==> config.mk <==
export PLATFORM = sky130hd
export DESIGN_NAME = keyboard_command_dispatcher
export DESIGN_NICKNAME = d
export VERILOG_FILES = /design/src/rtl/kcd_pkg.sv /design/src/rtl/kcd_ctrl.sv /design/src/rtl/kcd_datapath.sv /design/src/rtl/keyboard_command_dispatcher.sv
export SDC_FILE = /design/constraint.sdc
export NUM_CORES = 2
export LEC_CHECK = 0
export BUFFER_PORTS_ARGS = -buffer_cell sky130_fd_sc_hd__buf_2
export CORE_MARGIN = 4
export CORE_UTILIZATION = 25
export DETAILED_ROUTE_END_ITERATION = 16
export GPL_ROUTABILITY_DRIVEN = 0
export PLACE_DENSITY = 0.49
export SETUP_SLACK_MARGIN = 0.02
export SLEW_MARGIN = 5
export SYNTH_ARGS = -nofsm -noshare
export SYNTH_HDL_FRONTEND = slang
export SYNTH_SLANG_ARGS = --single-unit
export TNS_END_PERCENT = 30
==> constraint.sdc <==
create_clock -name clk -period 7.05 [get_ports clk]
set_input_delay 0.3525 -clock clk [delete_from_list [all_inputs] [get_ports clk]]
set_output_delay 0.3525 -clock clk [all_outputs]
set_load 0.01 [all_outputs]
==> src/rtl/kcd_pkg.sv <==
// ============================================================================
// kcd_pkg
// Shared constants, codes and controller/datapath interface types for the
// keyboard command dispatcher.
// ============================================================================
package kcd_pkg;

    localparam int LINE_DEPTH  = 64;
    localparam int TABLE_DEPTH = 256;

    localparam int CHAR_W = 8;
    localparam int ID_W   = 8;
    localparam int TAB_W  = $clog2(TABLE_DEPTH);
    localparam int ADDR_W = $clog2(LINE_DEPTH);
    // length runs 0 .. LINE_DEPTH + 1 (the top value marks an overlong line)
    localparam int LEN_W  = $clog2(LINE_DEPTH + 2);

    localparam logic [CHAR_W-1:0] KEY_CR  = 8'h0D;
    localparam logic [CHAR_W-1:0] KEY_PCT = 8'h25;

    localparam logic [LEN_W-1:0] LINE_FULL = LEN_W'(LINE_DEPTH);

    typedef enum logic [1:0] {
        KIND_NONE     = 2'd0,
        KIND_INVALID  = 2'd1,
        KIND_NOTFOUND = 2'd2,
        KIND_CHAR     = 2'd3
    } msg_kind_t;

    typedef enum logic {
        OP_KEY = 1'b0,
        OP_REG = 1'b1
    } op_t;

    // controller -> datapath
    typedef struct packed {
        logic      reg_write;     // bind command character to handler id
        logic      key_append;    // store key, bump length
        logic      emit_simple;   // load single-word result
        msg_kind_t simple_kind;
        logic      clear_line;
        logic      stream_start;
        logic      stream_emit;
    } kcd_cmd_t;

    // datapath -> controller
    typedef struct packed {
        logic key_is_cr;
        logic line_invalid;
        logic line_notfound;
        logic out_free;
        logic stream_last;
    } kcd_status_t;

endpackage

==> src/rtl/kcd_ctrl.sv <==
// ============================================================================
// kcd_ctrl
// Controller: decodes accepted words and sequences the dispatch stream.
// ============================================================================
module kcd_ctrl (
    input  logic                clk,
    input  logic                rst_n,
    input  logic                in_valid,
    input  logic                op,
    output logic                in_ready,
    input  kcd_pkg::kcd_status_t status,
    output kcd_pkg::kcd_cmd_t    cmd
);
    import kcd_pkg::*;

    typedef enum logic {
        ST_IDLE,
        ST_STREAM
    } state_t;

    state_t state_reg;
    state_t state_next;
    logic   accept;

    always_comb
    begin
        cmd         = '0;
        cmd.simple_kind = KIND_NONE;
        state_next  = state_reg;
        in_ready    = 1'b0;
        accept      = 1'b0;
        case (state_reg)
            ST_IDLE:
            begin
                in_ready = status.out_free;
                accept   = in_valid && status.out_free;
                if (accept)
                begin
                    if (op == OP_REG)
                    begin
                        cmd.reg_write = 1'b1;
                    end
                    else if (!status.key_is_cr)
                    begin
                        cmd.key_append  = 1'b1;
                        cmd.emit_simple = 1'b1;
                        cmd.simple_kind = KIND_NONE;
                    end
                    else if (status.line_invalid)
                    begin
                        cmd.emit_simple = 1'b1;
                        cmd.simple_kind = KIND_INVALID;
                        cmd.clear_line  = 1'b1;
                    end
                    else if (status.line_notfound)
                    begin
                        cmd.emit_simple = 1'b1;
                        cmd.simple_kind = KIND_NOTFOUND;
                        cmd.clear_line  = 1'b1;
                    end
                    else
                    begin
                        cmd.stream_start = 1'b1;
                        cmd.clear_line   = 1'b1;
                        state_next       = ST_STREAM;
                    end
                end
            end
            ST_STREAM:
            begin
                if (status.out_free)
                begin
                    cmd.stream_emit = 1'b1;
                    if (status.stream_last)
                    begin
                        state_next = ST_IDLE;
                    end
                end
            end
            default:
            begin
                state_next = ST_IDLE;
            end
        endcase
    end

    always_ff @(posedge clk or negedge rst_n)
    begin
        if (!rst_n)
        begin
            state_reg <= ST_IDLE;
        end
        else
        begin
            state_reg <= state_next;
        end
    end

endmodule

==> src/rtl/kcd_datapath.sv <==
// ============================================================================
// kcd_datapath
// Line buffer, handler table, length counter and the output word register.
// ============================================================================
module kcd_datapath (
    input  logic                            clk,
    input  logic                            rst_n,
    input  logic [kcd_pkg::CHAR_W-1:0]      key_char,
    input  logic [kcd_pkg::ID_W-1:0]        handler_id,
    input  kcd_pkg::kcd_cmd_t               cmd,
    output kcd_pkg::kcd_status_t            status,
    output logic                            out_valid,
    input  logic                            out_ready,
    output logic                            echo_valid,
    output logic [kcd_pkg::CHAR_W-1:0]      echo_char,
    output logic [1:0]                      msg_kind,
    output logic [kcd_pkg::ID_W-1:0]        dest_id,
    output logic [kcd_pkg::CHAR_W-1:0]      msg_char,
    output logic                            last
);
    import kcd_pkg::*;

    // storage
    logic [CHAR_W-1:0]      line_mem [LINE_DEPTH];
    logic [ID_W-1:0]        id_mem   [TABLE_DEPTH];
    logic [TABLE_DEPTH-1:0] bound_reg;

    logic [LEN_W-1:0]  len_reg;
    logic [LEN_W-1:0]  disp_len_reg;
    logic [CHAR_W-1:0] first_char_reg;
    logic [CHAR_W-1:0] second_char_reg;
    logic [ADDR_W-1:0] idx_reg;
    logic [ADDR_W-1:0] idx_next;
    logic [CHAR_W-1:0] rd_char_reg;
    logic [ID_W-1:0]   tab_id_reg;

    // output word
    logic              out_valid_reg;
    logic              echo_valid_reg;
    logic [CHAR_W-1:0] echo_char_reg;
    msg_kind_t         msg_kind_reg;
    logic [ID_W-1:0]   dest_id_reg;
    logic [CHAR_W-1:0] msg_char_reg;
    logic              last_reg;

    logic stream_last;
    logic idx_first;

    assign stream_last = ({1'b0, idx_reg} == (disp_len_reg - LEN_W'(1)));
    assign idx_first   = (idx_reg == '0);

    assign status.key_is_cr     = (key_char == KEY_CR);
    assign status.line_invalid  = (len_reg == '0) || (len_reg > LINE_FULL) ||
                                  (first_char_reg != KEY_PCT);
    assign status.line_notfound = (len_reg < LEN_W'(2)) || !bound_reg[second_char_reg];
    assign status.out_free      = !out_valid_reg || out_ready;
    assign status.stream_last   = stream_last;

    always_comb
    begin
        idx_next = idx_reg;
        if (cmd.stream_start)
        begin
            idx_next = '0;
        end
        else if (cmd.stream_emit)
        begin
            idx_next = stream_last ? '0 : idx_reg + ADDR_W'(1);
        end
    end

    // memories: one write port, registered read
    always_ff @(posedge clk)
    begin
        if (cmd.key_append && (len_reg < LINE_FULL))
        begin
            line_mem[len_reg[ADDR_W-1:0]] <= key_char;
        end
        rd_char_reg <= line_mem[idx_next];
    end

    always_ff @(posedge clk)
    begin
        if (cmd.reg_write)
        begin
            id_mem[key_char[TAB_W-1:0]] <= handler_id;
        end
        tab_id_reg <= id_mem[second_char_reg[TAB_W-1:0]];
    end

    // payload registers
    always_ff @(posedge clk)
    begin
        idx_reg <= idx_next;
        if (cmd.stream_start)
        begin
            disp_len_reg <= len_reg;
        end
        if (cmd.key_append && (len_reg == LEN_W'(0)))
        begin
            first_char_reg <= key_char;
        end
        if (cmd.key_append && (len_reg == LEN_W'(1)))
        begin
            second_char_reg <= key_char;
        end
        if (cmd.emit_simple)
        begin
            echo_valid_reg <= 1'b1;
            echo_char_reg  <= key_char;
            msg_kind_reg   <= cmd.simple_kind;
            dest_id_reg    <= '0;
            msg_char_reg   <= '0;
            last_reg       <= 1'b1;
        end
        else if (cmd.stream_emit)
        begin
            echo_valid_reg <= idx_first;
            echo_char_reg  <= idx_first ? KEY_CR : '0;
            msg_kind_reg   <= KIND_CHAR;
            dest_id_reg    <= tab_id_reg;
            msg_char_reg   <= rd_char_reg;
            last_reg       <= stream_last;
        end
    end

    // control state
    always_ff @(posedge clk or negedge rst_n)
    begin
        if (!rst_n)
        begin
            bound_reg     <= '0;
            len_reg       <= '0;
            out_valid_reg <= 1'b0;
        end
        else
        begin
            if (cmd.reg_write)
            begin
                bound_reg[key_char[TAB_W-1:0]] <= 1'b1;
            end
            if (cmd.clear_line)
            begin
                len_reg <= '0;
            end
            else if (cmd.key_append && (len_reg <= LINE_FULL))
            begin
                len_reg <= len_reg + LEN_W'(1);
            end
            if (cmd.emit_simple || cmd.stream_emit)
            begin
                out_valid_reg <= 1'b1;
            end
            else if (out_ready)
            begin
                out_valid_reg <= 1'b0;
            end
        end
    end

    assign out_valid  = out_valid_reg;
    assign echo_valid = echo_valid_reg;
    assign echo_char  = echo_char_reg;
    assign msg_kind   = msg_kind_reg;
    assign dest_id    = dest_id_reg;
    assign msg_char   = msg_char_reg;
    assign last       = last_reg;

endmodule

==> src/rtl/keyboard_command_dispatcher.sv <==
// ============================================================================
// keyboard_command_dispatcher
// Echoes key words, buffers a command line and dispatches it on carriage
// return to the handler bound to its command character.
// ============================================================================
// Takes one word at a time. A handler registration (op 1) binds key_char to
// handler_id and produces no result. A key stroke produces one echo
// result, loaded into the output register in the cycle it is accepted. A
// carriage return whose line is rejected (invalid or not found) also gives
// a single result. A carriage return that dispatches streams one result
// per line character, one per cycle while the sink is ready. An N-character
// line occupies the block from the cycle that accepts the carriage return
// through its N stream results, plus any output backpressure. The line
// buffer's single registered read port sets the one-character-per-cycle
// pace. The handler table starts out fully unbound after reset with no
// clearing pass.
module keyboard_command_dispatcher (
    input  logic                        clk,
    input  logic                        rst_n,
    input  logic                        in_valid,
    output logic                        in_ready,
    input  logic                        op,
    input  logic [kcd_pkg::CHAR_W-1:0]  key_char,
    input  logic [kcd_pkg::ID_W-1:0]    handler_id,
    output logic                        out_valid,
    input  logic                        out_ready,
    output logic                        echo_valid,
    output logic [kcd_pkg::CHAR_W-1:0]  echo_char,
    output logic [1:0]                  msg_kind,
    output logic [kcd_pkg::ID_W-1:0]    dest_id,
    output logic [kcd_pkg::CHAR_W-1:0]  msg_char,
    output logic                        last
);
    import kcd_pkg::*;

    kcd_cmd_t    cmd;
    kcd_status_t status;

    // Controller: accepts a word only when the output register is free or
    // being drained, and steps through the stream on carriage return.
    kcd_ctrl u_ctrl (
        .clk      (clk),
        .rst_n    (rst_n),
        .in_valid (in_valid),
        .op       (op),
        .in_ready (in_ready),
        .status   (status),
        .cmd      (cmd)
    );

    // Datapath: line buffer, handler table with bound flags, length
    // counter (saturates at one past full to flag an overlong line) and
    // the output word register.
    kcd_datapath u_dp (
        .clk        (clk),
        .rst_n      (rst_n),
        .key_char   (key_char),
        .handler_id (handler_id),
        .cmd        (cmd),
        .status     (status),
        .out_valid  (out_valid),
        .out_ready  (out_ready),
        .echo_valid (echo_valid),
        .echo_char  (echo_char),
        .msg_kind   (msg_kind),
        .dest_id    (dest_id),
        .msg_char   (msg_char),
        .last       (last)
    );

endmodule
# Yosys cells after proc, flatten, opt, wreduce, memory -nomap -nowiden
# Memory sizes are Yosys's and may differ from the RTL's. A register that Yosys moved wholly into a read port is not among the register bits.
# Cells that the tools add are included.
[word_totals]
n_memories = 2
ram_bits = 2560
wordCells = 90
out_inout_bits = 30
inputBits = 21
ff_bits = 322
[op_classes]
add_sub_neg = 3
reduce_logical = 18
n_mux = 40
eq_ne = 4
n_bitwise = 2
n_lt_le_gt_ge = 7
[memory_table]
columns = ["name", "depth", "width", "rd", "rd_ports_with_merged_regs", "write_ports", "line", "source"]
rows = [
  ["u_dp.id_mem", 256, 8, 1, 1, 1, "kcd_datapath.sv:25", "logic [ID_W-1:0] id_mem [TABLE_DEPTH];"],
  ["u_dp.line_mem", 64, 8, 1, 1, 1, "kcd_datapath.sv:24", "logic [CHAR_W-1:0] line_mem [LINE_DEPTH];"],
]
[ops]
columns = ["op", "count"]
rows = [
  ["256-bit bitwise OR", 1],
  ["7-bit two-way mux", 4],
  ["6-bit two-way mux", 4],
  ["1-bit two-way mux", 20],
  ["8-bit by 9-bit < comparator with 1-bit output (second input constant)", 2],
  ["8-bit two-way mux", 2],
  ["1-bit binary-select mux with 8-bit select", 1],
  ["1-bit demux with 8-bit select", 1],
  ["8-bit by 4-bit == test with 1-bit output (second input constant)", 1],
  ["8-bit by 1-bit greater-or-equal comparator with 1-bit output (second input constant)", 1],
  ["4-bit two-way mux", 2],
  ["8-bit by 6-bit inequality test with 1-bit output (second input constant)", 1],
  ["7-bit by 1-bit adder with 7-bit output (second input constant)", 1],
  ["6-bit by 7-bit == test with 1-bit output", 1],
  ["7-bit by 1-bit == test with 1-bit output (second input constant)", 1],
  ["7-bit greater-than comparator (second input constant)", 1],
  ["7-bit <= comparator (second input constant)", 1],
  ["7-bit logical NOT", 1],
  ["7-bit by 2-bit < comparator with 1-bit output (second input constant)", 1],
  ["7-bit < comparator (second input constant)", 1],
  ["7-bit by 1-bit subtractor with 7-bit output (second input constant)", 1],
  ["6-bit by 1-bit adder with 6-bit output (second input constant)", 1],
  ["1-bit logical AND", 6],
  ["6-bit logical NOT", 1],
  ["7 further kinds", 17],
]

# Logic depth before layout (Yosys ltp)
[depth]
word_depth = 13
ltp_mapped = 17

# By module
# Synthesis repeated with hierarchy kept, for this count alone.
[unflattened]
hier_cells = 6004
area_unflattened_um2 = 115216.8
[by_module_without_submodules]
columns = ["mod", "instances", "area_each_um2", "seq_area_each_um2", "cells_per_inst"]
rows = [
  ["kcd_datapath", 1, 115089.1, 85271.8, 5989],
  ["kcd_ctrl", 1, 127.6, 25.0, 15],
]

# Least setup slack after synthesis
# Ideal clock, no wire load.
[synth_path]
kind = "reg-to-reg"
from = "register u_dp.second_char_reg[1]"
to = "register u_dp.tab_id_reg[0], read port of u_dp.id_mem"
setup_slack_ps = 3446
arrival_time_ps = 3470
period_less_slack_ps = 3604
path_buffers = 5
path_stages_with_launch = 10
setup_ps = 134
required_ps = 6916
cell_sequence = "edfxtp_1 -> buf_2 -> buf_2 -> clkbuf_1 -> clkbuf_1 -> clkbuf_1 -> mux4_2 -> mux4_2 -> mux4_2 -> mux4_2"
[synth_rtl]
columns = ["element", "line", "source"]
rows = [
  ["from (decl)", "kcd_datapath.sv:31", "logic [CHAR_W-1:0] second_char_reg;"],
  ["from (signal assigned)", "kcd_datapath.sv:105", "second_char_reg <= key_char;"],
  ["to (decl)", "kcd_datapath.sv:35", "logic [ID_W-1:0] tab_id_reg;"],
]

# Worst setup path in the final report
[layout_path]
from = "register u_dp.second_char_reg[0]"
to = "register u_dp.rd_char_reg[1], read port of u_dp.line_mem"
[layout_between]
elab_chain_cells = 11
[layout_rtl]
columns = ["element", "line", "source"]
rows = [
  ["1-bit binary-select mux with 8-bit select", "kcd_datapath.sv:55", "assign status.line_notfound = (len_reg < LEN_W'(2)) || !bound_reg[second_char_reg];"],
  ["1-bit two-way mux (implied by the code)", "kcd_datapath.sv:55", ""],
  ["1-bit logical NOT", "kcd_datapath.sv:55", ""],
  ["1-bit logical OR", "kcd_datapath.sv:55", ""],
  ["1-bit two-way mux", "kcd_ctrl.sv:55", "else if (status.line_notfound)"],
  ["1-bit two-way mux", "kcd_ctrl.sv:49", "else if (status.line_invalid)"],
  ["2-bit two-way mux", "kcd_ctrl.sv:43", "else if (!status.key_is_cr)"],
  ["6-bit two-way mux", "kcd_ctrl.sv:39", "if (op == OP_REG)"],
  ["7-bit two-way mux", "kcd_ctrl.sv:37", "if (accept)"],
  ["7-bit two-way mux", "kcd_ctrl.sv:32", "case (state_reg)"],
  ["6-bit two-way mux", "kcd_datapath.sv:62", "if (cmd.stream_start)"],
  ["to (decl)", "kcd_datapath.sv:34", "logic [CHAR_W-1:0] rd_char_reg;"],
]
# Every way passes these cells. The select of a mux whose other input is x is not followed.
# A chain may end at the register's enable or synchronous reset.

==> flow_summary.json <==
{
  "grt_pass1_wl_um": 458000,
  "synth_nets": 5856,
  "setup_violations": 0,
  "wl_met3_um": 17400,
  "status": "finished, final reports clean",
  "p_leak_nw": 42.6,
  "path_clk_slew_ns": 0.07,
  "fmax_mhz": 183,
  "wl_per_cell_um": 26.1,
  "htree_levels": 5,
  "synth_cell_types": 83,
  "period_needed_ns": 5.47,
  "drc": 0,
  "met1_length_um": 143000,
  "layout-drive-gt1-share": 0.278,
  "ys_ff_latch": 2898,
  "start_util": 0.251,
  "worstSetupPathType": "flip-flop to flip-flop",
  "finalHoldViolCount": 0,
  "ir_worst_vdd_uv": 160,
  "core_um2": 456000,
  "drt_wl_total_um": 319000,
  "fin_skew_ns": 0.0594,
  "cts_setup_buffers": 0,
  "antenna_left": 0,
  "cp.arrival_ns": 6.18,
  "holdBufCountCts": 14,
  "syn_to_final_growth_pct": 15.5,
  "worst-path-max-fanout": 52,
  "via_per_inst": 4.76,
  "first_iter_violations": 6137,
  "p_per_area_nw_per_um2": 277,
  "yosysWarnings": 0,
  "root_buffer": "clkbuf_16",
  "grt_util_all_layers": 0.133,
  "power_mw": 36.6,
  "combPwrFrac": 0.043,
  "cell_internal_pwr_mw": 28.7,
  "switchingPower_mw": 7.94,
  "grt_start_max_net_pins": 193,
  "io_pins": 51,
  "syn_area_um2": 114000,
  "dr.pass1.iters": 8,
  "ys_seq_area_frac": 0.745,
  "tns_ns": 0,
  "fin_crit_sh": 0.776,
  "numCtsBuffers": 309,
  "worstSetupStartpointType": "flip-flop",
  "slew_viol_final": 0,
  "synth_area_per_cell_um2": 19.6,
  "holdCritPathClass": "primary input to flip-flop",
  "die_w_um": 685,
  "async_flop_share": 0.0914,
  "final_common_cell": "edfxtp_1",
  "largest_register_ffs": 2048,
  "synth_edf_count": 2593,
  "rsz0062_at_grt": "false",
  "switching_share": 0.217,
  "synth_top_area_frac": 0.680,
  "crit_path_end_kind": "flip-flop",
  "nFillCells": 44564,
  "seqPwrFrac": 0.518,
  "clock_path_buffers": 4,
  "clock-sinks": 2898,
  "cts_resized": 0,
  "numPortBuffers": 50,
  "grt_pass1_vias": 59176,
  "via_count": 58207,
  "yosys-top-cells-area": "edfxtp_1, mux4_2, dfrtp_1",
  "antenna_found_initial": 21,
  "layout_common_cells": "edfxtp_1, mux4_2, nor2_1",
  "rows": 248,
  "cts_tree": "done",
  "maxCapViolCount": 0,
  "dpl.hpwl_um": 199000,
  "die_h_um": 685,
  "synth_ff_type": "edfxtp_1",
  "max_slew.worst_pin.slew_ns": 1.45,
  "cp.required_ns": 7.76,
  "fin_nets": 6014,
  "wl_met2_um": 152000,
  "synth_cells": 5829,
  "top_layer_used": "met5",
  "relSlewSlack": 0.0219,
  "power.clock.fraction": 0.439,
  "gr-total-overflow": 0,
  "clk_latency_ns": 0.87,
  "fp.dieArea_um2": 469000,
  "netlist.top_cell.by_area": "edfxtp_1"
}
## critical path, cell delays in order (launching register included)
cell	delay (ns)
edfxtp_1	0.65
buf_12	0.42
buf_4	0.34
mux4_2	0.61
mux2i_1	0.29
o211ai_1	0.13
a21oi_1	0.83
nor2_2	0.22
o211ai_1	0.24
nand2_1	0.65
a211oi_1	0.68
o22ai_1	0.18
## Yosys cell counts, drive strengths merged, types with 13 or more instances
cell     instances
edfxtp        2593
mux4           722
nor2           362
dfrtp          265
or2            258
clkbuf         239
nand2          199
buf            115
mux2            87
o21ai           86
mux2i           71
o211ai          67
a21oi           64
nand3           62
a211oi          56
inv             47
dfxtp           40
o2111ai         39
a31oi           37
o221ai          35
and2            29
nor3            26
and3            22
nor2b           21
nand4           19
o21bai          18
o22ai           16
a311oi          15
nor4            15
a22oi           13
## cell type report
| type | count | area, µm² | share of cell area |
|---|---|---|---|
| Timing Repair Buffer | 201 | 1740 | 0.0132 |
| Multi-Input combinational cell | 2529 | 27600 | 0.209 |
| Inverter | 48 | 188 | 0.00142 |
| Sequential cell | 2898 | 85300 | 0.645 |
| Tap cell | 6000 | 7510 | 0.0568 |
| Antenna cell | 3 | 7.51 | 0.0000568 |
| Clock buffer | 410 | 8450 | 0.0639 |
| Clock inverter | 146 | 1420 | 0.0107 |
## power groups by stage
stage,combinational (mW),clock [mW],sequential [mW]
final,1.58,16.1,19.0
after global routing,1.66,17.2,19.0
after CTS,1.61,16.4,19.0
after detailed placement,1.60,0,19.3
after global placement,1.58,0,19.3
after floorplan,0.766,0,19.3
## through the flow
stage	utilization	setup slack [ns]	hold slack [ns]	cells	area [µm²]
2_1_floorplan	-	3.45	0.0569	5829	114000
3_3_place_gp	0.268	1.89	0.422	11662	122000
3_5_place_dp	0.268	1.75	0.427	11662	122000
4_1_cts	0.290	1.72	0.0288	12232	132000
5_1_grt	0.290	1.43	0.0546	12233	132000
6_report	0.290	1.58	0.0928	12235	132000
## final timing paths
kind	startpoint	end	slack [ns]	depth (start not counted)
worst max register to register	u_dp.second_char_reg[0]	u_dp.rd_char_reg[1]	1.58	11
worst min register to register	u_dp.tab_id_reg[7]	u_dp.dest_id[7]	0.44	2
max in group asynchronous	rst_n	u_dp.bound_reg[129]	5.24	3
min in group asynchronous	rst_n	u_dp.bound_reg[58]	0.22	2
worst max-delay path	u_dp.second_char_reg[0]	u_dp.rd_char_reg[1]	1.58	11
worst min-delay path	handler_id[2]	u_dp.id_mem[39][2]	0.09	1
## kinds of logic (layout without fill, tap and decap cells)
group,after synthesis,count (layout),share of synthesized area
buf+inv,402,805,0.0148
fa+ha+maj,6,6,0.000656
simple gates,1063,1063,0.0456
flops,2898,2898,0.745
other cells,0,3,0
xor+xnor,13,13,0.00111
compound gates,567,567,0.0360
mux,880,880,0.157
## routing by layer
metal | global-route usage | up-vias
met5 | 0 | -
met4 | 0.0311 | 2
met3 | 0.0188 | 433
met2 | 0.213 | 1969
met1 | 0.189 | 31643
li1 | - | 24160
Note: power is estimated with default switching activity, not from simulation.
